### config.mk
export PLATFORM = sky130hd
export DESIGN_NAME = button_event_trigger
export DESIGN_NICKNAME = d
export VERILOG_FILES = /design/src/bet_pkg.sv /design/src/button_event_trigger.sv /design/src/bet_div.sv /design/src/bet_datapath.sv /design/src/bet_ctrl.sv
export VERILOG_INCLUDE_DIRS = /design/src /design/src/src
export SDC_FILE = /design/constraint.sdc
export NUM_CORES = 1
export LEC_CHECK = 0
export ABC_CLOCK_PERIOD_IN_PS = 6700
export BUFFER_PORTS_ARGS = -buffer_cell sky130_fd_sc_hd__buf_2
export CAP_MARGIN = 20
export CORE_MARGIN = 2
export CORE_UTILIZATION = 30
export DETAILED_ROUTE_END_ITERATION = 10
export HOLD_SLACK_MARGIN = 0.08
export PLACE_DENSITY_LB_ADDON = 0.3
export SYNTH_ARGS = -nofsm -noshare
export SYNTH_HDL_FRONTEND = slang
export SYNTH_SLANG_ARGS = --single-unit
### constraint.sdc
create_clock -name i_clk -period 6.7 [get_ports i_clk]
set_input_delay 0.67 -clock i_clk [delete_from_list [all_inputs] [get_ports i_clk]]
set_output_delay 0.67 -clock i_clk [all_outputs]
set_load 0.02 [all_outputs]
### src/assert_macros.svh
// assertion macros shared by the trigger detector rtl
// no dependencies; compiled away when SYNTHESIS is defined
`ifndef ASSERT_MACROS_SVH
`define ASSERT_MACROS_SVH

`ifndef SYNTHESIS

// property must hold at every clock edge out of reset
`define BET_ASSERT(label, clk, rst_n, prop) \
    label: assert property (@(posedge clk) disable iff (!rst_n) prop) \
        else $error("%m: assertion failed");

// expression must never be true out of reset
`define BET_NEVER(label, clk, rst_n, expr) \
    label: assert property (@(posedge clk) disable iff (!rst_n) !(expr)) \
        else $error("%m: forbidden condition seen");

`else

`define BET_ASSERT(label, clk, rst_n, prop)
`define BET_NEVER(label, clk, rst_n, expr)

`endif

`endif

### src/bet_pkg.sv
// shared types and constants of the button event trigger
// no dependencies
package bet_pkg;

    localparam int CFG_IDX_W  = 3;
    localparam int CFG_DATA_W = 16;
    localparam int IN_W       = 23;

    localparam logic [CFG_IDX_W-1:0] CFG_TRIGGER_KIND  = 3'd0;
    localparam logic [CFG_IDX_W-1:0] CFG_USE_RECURSIVE = 3'd1;
    localparam logic [CFG_IDX_W-1:0] CFG_REPEAT_IVAL   = 3'd2;
    localparam logic [CFG_IDX_W-1:0] CFG_REPEAT_FIRST  = 3'd3;
    localparam logic [CFG_IDX_W-1:0] CFG_HOLD_DUR      = 3'd4;

    localparam logic [3:0] K_CLICK         = 4'd0;
    localparam logic [3:0] K_RCLICK        = 4'd1;
    localparam logic [3:0] K_HOVER_START   = 4'd2;
    localparam logic [3:0] K_HOVER_END     = 4'd3;
    localparam logic [3:0] K_PRESS_START   = 4'd4;
    localparam logic [3:0] K_PRESS_END     = 4'd5;
    localparam logic [3:0] K_RPRESS_START  = 4'd6;
    localparam logic [3:0] K_RPRESS_END    = 4'd7;
    localparam logic [3:0] K_PRESS_REPEAT  = 4'd8;
    localparam logic [3:0] K_PRESS_HOLD    = 4'd9;
    localparam logic [3:0] K_RPRESS_REPEAT = 4'd10;
    localparam logic [3:0] K_RPRESS_HOLD   = 4'd11;
    localparam logic [3:0] K_NONE          = 4'd12;

    typedef enum logic [1:0] {
        LVL_UNKNOWN = 2'd0,
        LVL_LOW     = 2'd1,
        LVL_HIGH    = 2'd2
    } t_level;

    typedef enum logic [2:0] {
        S_IDLE,
        S_ACCUM,
        S_DIVN_GO,
        S_DIVN_WAIT,
        S_DIVP_GO,
        S_DIVP_WAIT,
        S_EVAL
    } t_state;

    typedef struct packed {
        logic load;
        logic accum;
        logic div_start;
        logic div_prev;
        logic save_q;
        logic eval;
    } t_dp_cmd;

    typedef struct packed {
        logic need_div;
        logic div_done;
    } t_dp_stat;

endpackage

### src/button_event_trigger.sv
// top level of the button event trigger: stream ports, config port, ctrl and datapath
// depends on bet_pkg, bet_ctrl, bet_datapath
//
// Takes one frame per input transaction (pointer flags and the milliseconds since the
// previous frame) and returns one transaction whose bit 0 says whether the configured
// trigger fires. After acceptance a frame passes through the ACCUM and EVAL states in
// every mode except a repeat mode with the button still held and a nonzero interval;
// there one shared restoring divider, one quotient bit per cycle, gives the tick counts
// of the current and the previous watch time in turn, between ACCUM and EVAL. A new
// frame is taken as soon as the previous one has been placed in the output register,
// even while that result still waits to be taken. The user must write configuration
// only while no frame is in flight; the block itself does not enforce it.
module button_event_trigger
    import bet_pkg::*;
#(
    parameter int TIME_WIDTH = 32
) (
    input  logic                  i_clk,
    input  logic                  i_rst_n,
    input  logic                  s_axis_tvalid,
    output logic                  s_axis_tready,
    // clicked, right_clicked, hovered, pressed, right_pressed, pressed_hover,
    // right_pressed_hover, elapsed_ms[15:0], one pad bit
    input  logic [23:0]           s_axis_tdata,
    output logic                  m_axis_tvalid,
    input  logic                  m_axis_tready,
    // fire, seven pad bits
    output logic [7:0]            m_axis_tdata,
    input  logic                  i_cfg_wen,
    input  logic [CFG_IDX_W-1:0]  i_cfg_idx,
    input  logic [CFG_DATA_W-1:0] i_cfg_wdata
);

    t_dp_cmd  cmd;
    t_dp_stat stat;
    logic     fire;

    bet_ctrl u_ctrl (
        .i_clk    (i_clk),
        .i_rst_n  (i_rst_n),
        .i_s_valid(s_axis_tvalid),
        .o_s_ready(s_axis_tready),
        .o_m_valid(m_axis_tvalid),
        .i_m_ready(m_axis_tready),
        .i_stat   (stat),
        .o_cmd    (cmd)
    );

    bet_datapath #(
        .TIME_WIDTH(TIME_WIDTH)
    ) u_dp (
        .i_clk      (i_clk),
        .i_rst_n    (i_rst_n),
        .i_cfg_wen  (i_cfg_wen),
        .i_cfg_idx  (i_cfg_idx),
        .i_cfg_wdata(i_cfg_wdata),
        .i_item     (s_axis_tdata[IN_W-1:0]),
        .i_cmd      (cmd),
        .o_stat     (stat),
        .o_fire     (fire)
    );

    assign m_axis_tdata = {7'b0, fire};

endmodule

### src/bet_div.sv
// restoring divider, one quotient bit per cycle, 16-bit divisor
// depends on nothing but its parameter
module bet_div #(
    parameter int TIME_WIDTH = 32
) (
    input  logic                  i_clk,
    input  logic                  i_rst_n,
    input  logic                  i_start,
    input  logic [TIME_WIDTH-1:0] i_numer,
    input  logic [15:0]           i_denom,
    output logic                  o_done,
    output logic [TIME_WIDTH-1:0] o_quot
);

    localparam int CW = $clog2(TIME_WIDTH + 1);

    logic                  r_busy;
    logic                  r_done;
    logic [CW-1:0]         r_cnt;
    logic [TIME_WIDTH-1:0] r_quot;
    logic [15:0]           r_rem;

    logic [16:0] trial;
    logic [16:0] diff;
    logic        ge;

    always_comb begin
        trial = {r_rem, r_quot[TIME_WIDTH-1]};
        ge    = trial >= {1'b0, i_denom};
        diff  = trial - {1'b0, i_denom};
    end

    always_ff @(posedge i_clk) begin
        if (!i_rst_n) begin
            r_busy <= 1'b0;
            r_done <= 1'b0;
            r_cnt  <= '0;
        end else begin
            r_done <= 1'b0;
            if (i_start) begin
                r_busy <= 1'b1;
                r_cnt  <= CW'(TIME_WIDTH);
            end else if (r_busy) begin
                r_cnt <= r_cnt - 1'b1;
                if (r_cnt == CW'(1)) begin
                    r_busy <= 1'b0;
                    r_done <= 1'b1;
                end
            end
        end
    end

    // numerator shifts out the top while quotient bits shift in below
    always_ff @(posedge i_clk) begin
        if (i_start) begin
            r_quot <= i_numer;
            r_rem  <= '0;
        end else if (r_busy) begin
            r_quot <= {r_quot[TIME_WIDTH-2:0], ge};
            r_rem  <= ge ? diff[15:0] : trial[15:0];
        end
    end

    assign o_done = r_done;
    assign o_quot = r_quot;

endmodule

### src/bet_datapath.sv
// datapath: config registers, level memories, stopwatches, repeat and hold logic
// depends on bet_pkg and bet_div
module bet_datapath
    import bet_pkg::*;
#(
    parameter int TIME_WIDTH = 32
) (
    input  logic                  i_clk,
    input  logic                  i_rst_n,
    input  logic                  i_cfg_wen,
    input  logic [CFG_IDX_W-1:0]  i_cfg_idx,
    input  logic [CFG_DATA_W-1:0] i_cfg_wdata,
    input  logic [IN_W-1:0]       i_item,
    input  t_dp_cmd               i_cmd,
    output t_dp_stat              o_stat,
    output logic                  o_fire
);

    localparam int TW1 = TIME_WIDTH + 1;

    // configuration
    logic [3:0]  r_kind;
    logic        r_use_rec;
    logic [15:0] r_ival;
    logic [15:0] r_first;
    logic [15:0] r_hold_dur;

    // captured frame
    logic        r_clicked;
    logic        r_rclicked;
    logic        r_hovered;
    logic        r_pressed;
    logic        r_rpressed;
    logic        r_press_hov;
    logic        r_rpress_hov;
    logic [15:0] r_elapsed;

    // state
    t_level                r_level [6];
    logic [3:0]            r_run;
    logic [TIME_WIDTH-1:0] r_time [4];
    logic [TIME_WIDTH-1:0] r_prev [2];
    logic [1:0]            r_done;

    logic [TIME_WIDTH-1:0] r_q_now;
    logic                  r_fire;

    // eval results
    t_level                e_level [6];
    logic [3:0]            e_run;
    logic [TIME_WIDTH-1:0] e_time [4];
    logic [TIME_WIDTH-1:0] e_prev [2];
    logic [1:0]            e_done;
    logic                  e_fire;

    logic                  pair;
    logic [1:0]            rep_w;
    logic [1:0]            hold_w;
    logic                  held;
    logic [15:0]           first_ms;
    logic [TIME_WIDTH-1:0] first_ext;
    logic [TIME_WIDTH-1:0] div_numer;
    logic                  div_done;
    logic [TIME_WIDTH-1:0] div_quot;
    logic                  is_repeat;
    logic                  now_ge;
    logic                  prev_ge;
    logic                  rep_fire;
    logic [TW1-1:0]        sum [4];

    assign pair      = r_kind[1];
    assign rep_w     = {r_kind[1], 1'b0};
    assign hold_w    = {r_kind[1], 1'b1};
    assign held      = pair ? r_rpress_hov : r_press_hov;
    assign first_ms  = (r_first == '0) ? r_ival : r_first;
    assign first_ext = TIME_WIDTH'(first_ms);
    assign is_repeat = (r_kind == K_PRESS_REPEAT) || (r_kind == K_RPRESS_REPEAT);

    assign div_numer = i_cmd.div_prev ? (r_prev[pair] - first_ext)
                                      : (r_time[rep_w] - first_ext);

    bet_div #(
        .TIME_WIDTH(TIME_WIDTH)
    ) u_div (
        .i_clk  (i_clk),
        .i_rst_n(i_rst_n),
        .i_start(i_cmd.div_start),
        .i_numer(div_numer),
        .i_denom(r_ival),
        .o_done (div_done),
        .o_quot (div_quot)
    );

    assign o_stat.need_div = is_repeat && held && r_run[rep_w] && (r_ival != '0);
    assign o_stat.div_done = div_done;

    // ticks(t) = t >= F ? (t-F)/I + 1 : 0, compared without the +1
    assign now_ge   = r_time[rep_w] >= first_ext;
    assign prev_ge  = r_prev[pair] >= first_ext;
    assign rep_fire = now_ge && (!prev_ge || (r_q_now > div_quot));

    always_comb begin
        for (int i = 0; i < 4; i++) begin
            sum[i] = TW1'(r_time[i]) + TW1'(r_elapsed);
        end
    end

    always_comb begin
        logic [1:0]            grp;
        logic [2:0]            lvl_idx;
        logic                  lvl;
        t_level                prev_lvl;
        logic [TIME_WIDTH-1:0] t_hold;
        logic                  done_now;

        for (int i = 0; i < 6; i++) begin
            e_level[i] = LVL_UNKNOWN;
        end
        e_run    = r_run;
        e_time   = r_time;
        e_prev   = r_prev;
        e_done   = r_done;
        e_fire   = 1'b0;
        grp      = r_kind[2:1] - 2'd1;
        lvl_idx  = {grp, r_use_rec};
        prev_lvl = r_level[lvl_idx];
        t_hold   = r_run[hold_w] ? r_time[hold_w] : '0;
        done_now = r_run[hold_w] && r_done[pair];
        unique case (r_kind[2:1])
            2'b01:   lvl = r_hovered;
            2'b10:   lvl = r_pressed;
            default: lvl = r_rpressed;
        endcase

        case (r_kind) inside
            K_CLICK:  e_fire = r_clicked;
            K_RCLICK: e_fire = r_rclicked;
            K_HOVER_START, K_PRESS_START, K_RPRESS_START: begin
                e_fire           = lvl && (prev_lvl == LVL_LOW);
                e_level[lvl_idx] = lvl ? LVL_HIGH : LVL_LOW;
            end
            K_HOVER_END, K_PRESS_END, K_RPRESS_END: begin
                e_fire           = !lvl && (prev_lvl == LVL_HIGH);
                e_level[lvl_idx] = lvl ? LVL_HIGH : LVL_LOW;
            end
            K_PRESS_REPEAT, K_RPRESS_REPEAT: begin
                if (!held || !r_run[rep_w]) begin
                    e_run[rep_w]  = held;
                    e_time[rep_w] = '0;
                    e_prev[pair]  = '0;
                    e_fire        = held;
                end else if (r_ival != '0) begin
                    e_prev[pair] = r_time[rep_w];
                    e_fire       = rep_fire;
                end
            end
            K_PRESS_HOLD, K_RPRESS_HOLD: begin
                if (!held) begin
                    e_run[hold_w]  = 1'b0;
                    e_time[hold_w] = '0;
                    e_done[pair]   = 1'b0;
                end else begin
                    e_run[hold_w]  = 1'b1;
                    e_time[hold_w] = t_hold;
                    e_done[pair]   = done_now;
                    if (!done_now && (t_hold >= TIME_WIDTH'(r_hold_dur))) begin
                        e_done[pair] = 1'b1;
                        e_fire       = 1'b1;
                    end
                end
            end
            K_NONE:  e_fire = 1'b0;
            default: e_fire = 1'b0;
        endcase
    end

    always_ff @(posedge i_clk) begin
        if (!i_rst_n) begin
            r_kind     <= K_CLICK;
            r_use_rec  <= 1'b0;
            r_ival     <= '0;
            r_first    <= '0;
            r_hold_dur <= '0;
        end else if (i_cfg_wen) begin
            unique case (i_cfg_idx)
                CFG_TRIGGER_KIND:  r_kind     <= i_cfg_wdata[3:0];
                CFG_USE_RECURSIVE: r_use_rec  <= i_cfg_wdata[0];
                CFG_REPEAT_IVAL:   r_ival     <= i_cfg_wdata;
                CFG_REPEAT_FIRST:  r_first    <= i_cfg_wdata;
                CFG_HOLD_DUR:      r_hold_dur <= i_cfg_wdata;
                default: ;
            endcase
        end
    end

    always_ff @(posedge i_clk) begin
        if (!i_rst_n) begin
            for (int i = 0; i < 6; i++) begin
                r_level[i] <= LVL_UNKNOWN;
            end
            for (int i = 0; i < 4; i++) begin
                r_time[i] <= '0;
            end
            r_prev[0] <= '0;
            r_prev[1] <= '0;
            r_run     <= '0;
            r_done    <= '0;
        end else if (i_cmd.accum) begin
            // running watches advance and saturate in every mode
            for (int i = 0; i < 4; i++) begin
                if (r_run[i]) begin
                    r_time[i] <= sum[i][TIME_WIDTH] ? '1 : sum[i][TIME_WIDTH-1:0];
                end
            end
        end else if (i_cmd.eval) begin
            r_level <= e_level;
            r_run   <= e_run;
            r_time  <= e_time;
            r_prev  <= e_prev;
            r_done  <= e_done;
        end
    end

    always_ff @(posedge i_clk) begin
        if (i_cmd.load) begin
            r_clicked    <= i_item[0];
            r_rclicked   <= i_item[1];
            r_hovered    <= i_item[2];
            r_pressed    <= i_item[3];
            r_rpressed   <= i_item[4];
            r_press_hov  <= i_item[5];
            r_rpress_hov <= i_item[6];
            r_elapsed    <= i_item[22:7];
        end
        if (i_cmd.save_q) begin
            r_q_now <= div_quot;
        end
        if (i_cmd.eval) begin
            r_fire <= e_fire;
        end
    end

    assign o_fire = r_fire;

endmodule

### src/bet_ctrl.sv
// controller state machine and output valid register
// depends on bet_pkg and assert_macros.svh
`include "assert_macros.svh"

module bet_ctrl
    import bet_pkg::*;
(
    input  logic     i_clk,
    input  logic     i_rst_n,
    input  logic     i_s_valid,
    output logic     o_s_ready,
    output logic     o_m_valid,
    input  logic     i_m_ready,
    input  t_dp_stat i_stat,
    output t_dp_cmd  o_cmd
);

    t_state r_state;
    t_state n_state;
    logic   r_out_valid;
    logic   n_out_valid;
    logic   out_free;

    assign out_free = !r_out_valid || i_m_ready;

    always_comb begin
        n_state = r_state;
        unique case (r_state)
            S_IDLE:      if (i_s_valid) n_state = S_ACCUM;
            S_ACCUM:     n_state = i_stat.need_div ? S_DIVN_GO : S_EVAL;
            S_DIVN_GO:   n_state = S_DIVN_WAIT;
            S_DIVN_WAIT: if (i_stat.div_done) n_state = S_DIVP_GO;
            S_DIVP_GO:   n_state = S_DIVP_WAIT;
            S_DIVP_WAIT: if (i_stat.div_done) n_state = S_EVAL;
            S_EVAL:      if (out_free) n_state = S_IDLE;
            default:     n_state = S_IDLE;
        endcase
    end

    always_comb begin
        o_cmd     = '0;
        o_s_ready = 1'b0;
        unique case (r_state)
            S_IDLE: begin
                o_s_ready  = 1'b1;
                o_cmd.load = i_s_valid;
            end
            S_ACCUM:     o_cmd.accum = 1'b1;
            S_DIVN_GO:   o_cmd.div_start = 1'b1;
            S_DIVN_WAIT: o_cmd.save_q = i_stat.div_done;
            S_DIVP_GO: begin
                o_cmd.div_start = 1'b1;
                o_cmd.div_prev  = 1'b1;
            end
            S_DIVP_WAIT: ;
            S_EVAL:      o_cmd.eval = out_free;
            default: ;
        endcase
    end

    always_comb begin
        n_out_valid = r_out_valid;
        if (o_cmd.eval) begin
            n_out_valid = 1'b1;
        end else if (i_m_ready) begin
            n_out_valid = 1'b0;
        end
    end

    always_ff @(posedge i_clk) begin
        if (!i_rst_n) begin
            r_state     <= S_IDLE;
            r_out_valid <= 1'b0;
        end else begin
            r_state     <= n_state;
            r_out_valid <= n_out_valid;
        end
    end

    assign o_m_valid = r_out_valid;

    `BET_ASSERT(a_load_accum, i_clk, i_rst_n, (r_state == S_IDLE && i_s_valid) |=> (r_state == S_ACCUM))
    `BET_ASSERT(a_div_repeat, i_clk, i_rst_n, (r_state == S_DIVN_GO || r_state == S_DIVP_GO) |-> i_stat.need_div)
    `BET_ASSERT(a_eval_shows, i_clk, i_rst_n, o_cmd.eval |=> (r_out_valid && r_state == S_IDLE))
    `BET_NEVER(a_stray_done, i_clk, i_rst_n, i_stat.div_done && r_state != S_DIVN_WAIT && r_state != S_DIVP_WAIT)

endmodule
==> flow_summary.json <==
{
  "drive_gt1_frac": 0.07523,
  "use_met3": 0.02317,
  "crit_type": "reg2reg",
  "vdd_drop_max_v": 0.0001886,
  "cts.sinks": 379,
  "ctsHoldBuffers": 0,
  "synth_top_cell_by_area": "dfxtp_1",
  "clock-skew-final_ns": 0.02891,
  "cts-root-buf": "clkbuf_16",
  "crit_path_max_fanout": 19,
  "synth_enable_flop_cells": 88,
  "num_antenna_cells": 0,
  "crit_slowest_cell": "and4_1",
  "grt_overflow": 0,
  "sequentialPowerShare": 0.387,
  "coreArea_um2": 81720,
  "reg2reg_depth": 14,
  "yosysWarningCount": 0,
  "cts_tree": "done",
  "clock.fmax_mhz": 202.1,
  "cp_cell_sequence": "nor4_1 > and4_1 > a21o_1 > ha_1 > inv_1 > fa_1 > o211a_1 > a31oi_1 > a211oi_1 > or2_2 > o41ai_2 > nand2_1 > xnor2_1 > a222oi_1",
  "htree_levels": 2,
  "ys.flop_type": "dfxtp_1",
  "hold_viol_final": 0,
  "status": "completed",
  "start_util": 0.3020,
  "drt-vias-per-instance": 5.417,
  "critPathLaunchType": "flop",
  "ys_seq_elements": 379,
  "clock_latency_ns": 0.60,
  "end_kind": "flop",
  "maxSlewHeadroom": 0.2631,
  "die_h_um": 290.8,
  "yosysSeqAreaShare": 0.3432,
  "setup_viol": 0,
  "synth_area_um2": 24680,
  "period_needed_ns": 4.947,
  "path_depth": 14,
  "leakage_nw": 10.42,
  "grtUsageMet2": 0.2972,
  "synthCells": 3045,
  "rsz0062_at_grt": "no",
  "place_congestion": 0.8729,
  "dr_total_vias": 22290,
  "cts_buffers": 46,
  "synth.top_cell.area_share": 0.2361,
  "hold_path_class": "in2reg",
  "wl_per_cell_um": 18.84,
  "synthMostInstantiatedCell": "nand2_1",
  "power_density_nw_per_um2": 257.2,
  "hold_path_depth": 1,
  "routed_wl_um": 77500,
  "clock_path_buffers": 3,
  "grt_antenna_before_repair": 2,
  "worstPathArrival_ns": 5.35,
  "row_count": 105,
  "gr-usage-met1": 0.2415,
  "grt_max_degree": 144,
  "finalNetCount": 3226,
  "area_growth_pct": 10.89,
  "grt_pass1_wl_um": 121400,
  "maxCapViolations": 0,
  "cts_resized": 0,
  "io_pins": 58,
  "ys_types": 89,
  "hold_slack_ns": 0.2446,
  "track_usage": 0.1786,
  "netlist_top_cells_count": "nand2_1 (409), a21oi_1 (354), dfxtp_1 (291)",
  "syn_avg_cell_area_um2": 8.104,
  "top_usage_layer": "met2",
  "cts.clk_slew.worst_paths_ns": 0.06,
  "cp_num_buf_inv": 1,
  "period_share": 0.7384,
  "p_switching_mw": 2.341,
  "worstPathRequired_ns": 7.10,
  "worstMarginPinSlew_ns": 1.101,
  "drc": 0,
  "slew_viol_final": 0,
  "ys_async_sr_fraction": 0,
  "p_comb_frac": 0.261,
  "dr.pass1.iters": 5,
  "io_buffers": 49,
  "swShare": 0.3327,
  "synthTopCellsByArea": "dfxtp_1 (24%), edfxtp_1 (11%), ha_1 (8.3%), a21oi_1 (7.2%), nand2_1 (6.2%)",
  "crit_family": "compound AO/OA/AOI/OAI gates",
  "slowest_delay_ns": 0.69,
  "die_w_um": 290.8,
  "dieArea_um2": 84570,
  "drt-initial-drc-count": 1808,
  "p_int_mw": 4.696,
  "hpwl_um": 56690,
  "ant_nets": 0,
  "post_cts_buffers": 0,
  "grt_pass1_vias": 21050,
  "tns_ns": 0,
  "clockPowerShare": 0.353
}
## power groups by stage
stage	clock [mW]	sequential (mW)	combinational, mW
2_1_floorplan	0	2.69	1.42
3_3_place_gp	0	2.77	1.82
3_5_place_dp	0	2.77	1.82
4_1_cts	2.54	2.72	1.83
5_1_grt	2.64	2.74	2.07
6_report	2.48	2.72	1.84
## worst paths after layout
check                        start               endpoint  slack [ns]
min               s_axis_tdata[20]     u_dp.r_elapsed[13]        0.24
max                u_dp.r_first[4]  u_dp.u_div.o_quot[22]        1.75
min reg2reg  u_dp.u_div.o_quot[13]       u_dp.r_q_now[13]        0.45
max reg2reg        u_dp.r_first[4]  u_dp.u_div.o_quot[22]        1.75
## routing by layer
metal	up-vias	wire, um
li1	11030	-
met1	10620	36000
met2	513	35810
met3	118	3687
met4	4	1972
met5	-	27
## per-stage QoR
stage	area [um^2]	total power, mW	worst slack, ns	utilization	instances
floorplan	24700	4.105	1.412	-	3051
global placement	25840	4.592	1.866	0.3162	4027
detailed placement	25840	4.595	1.891	0.3162	4027
CTS	27330	7.102	1.855	0.3344	4111
global route	27360	7.450	1.469	0.3349	4114
finish	27360	7.037	1.753	0.3349	4114
## kinds of logic after synthesis
kind of cell	after synthesis	synth area share
and+or+nand+nor	1057	0.2002
AOI/OAI and AO/OA	929	0.2357
DFF	379	0.3432
buffers and inverters	292	0.04700
adders and majority gates	170	0.08832
muxes	109	0.04720
xor gates and xnor gates	108	0.03833
other	1	0.0001520
## flip-flops by register name, summed over array words and instances, names as in the netlist, 3 cells and up, named ones only
register and cells:
u_dp.r_time 128, u_dp.r_prev 64, u_dp.r_q_now 32, u_dp.u_div.o_quot 32
u_dp.r_elapsed 16, u_dp.r_first 16, u_dp.r_hold_dur 16, u_dp.r_ival 16
u_dp.u_div.r_rem 16, u_dp.r_level 12, u_dp.u_div.r_cnt 6, u_dp.r_kind 4
u_dp.r_run 4, u_ctrl.r_state 3
## layout by cell type (no fill, tap or decap), drive strengths merged, types with 67 or more instances in the layout
cell / n
nand2: 409
a21oi: 354
dfxtp: 291
nor2: 196
o21ai: 175
ha: 163
nand3: 136
inv: 126
edfxtp: 88
buf: 77
nor3: 76
mux2i: 71
a21o: 68
clkbuf: 67
## area by class of cell
class,instances,area (um^2)
multi-input cells,2380,15110
flip-flops and latches,379,8472
repair buffers,77,480.5
inverters,124,470.5
fillers,8685,54350
clock inverters,17,113.9
clock buffers,67,1378
well taps,1070,1339
(Power assumes the default switching activity.)
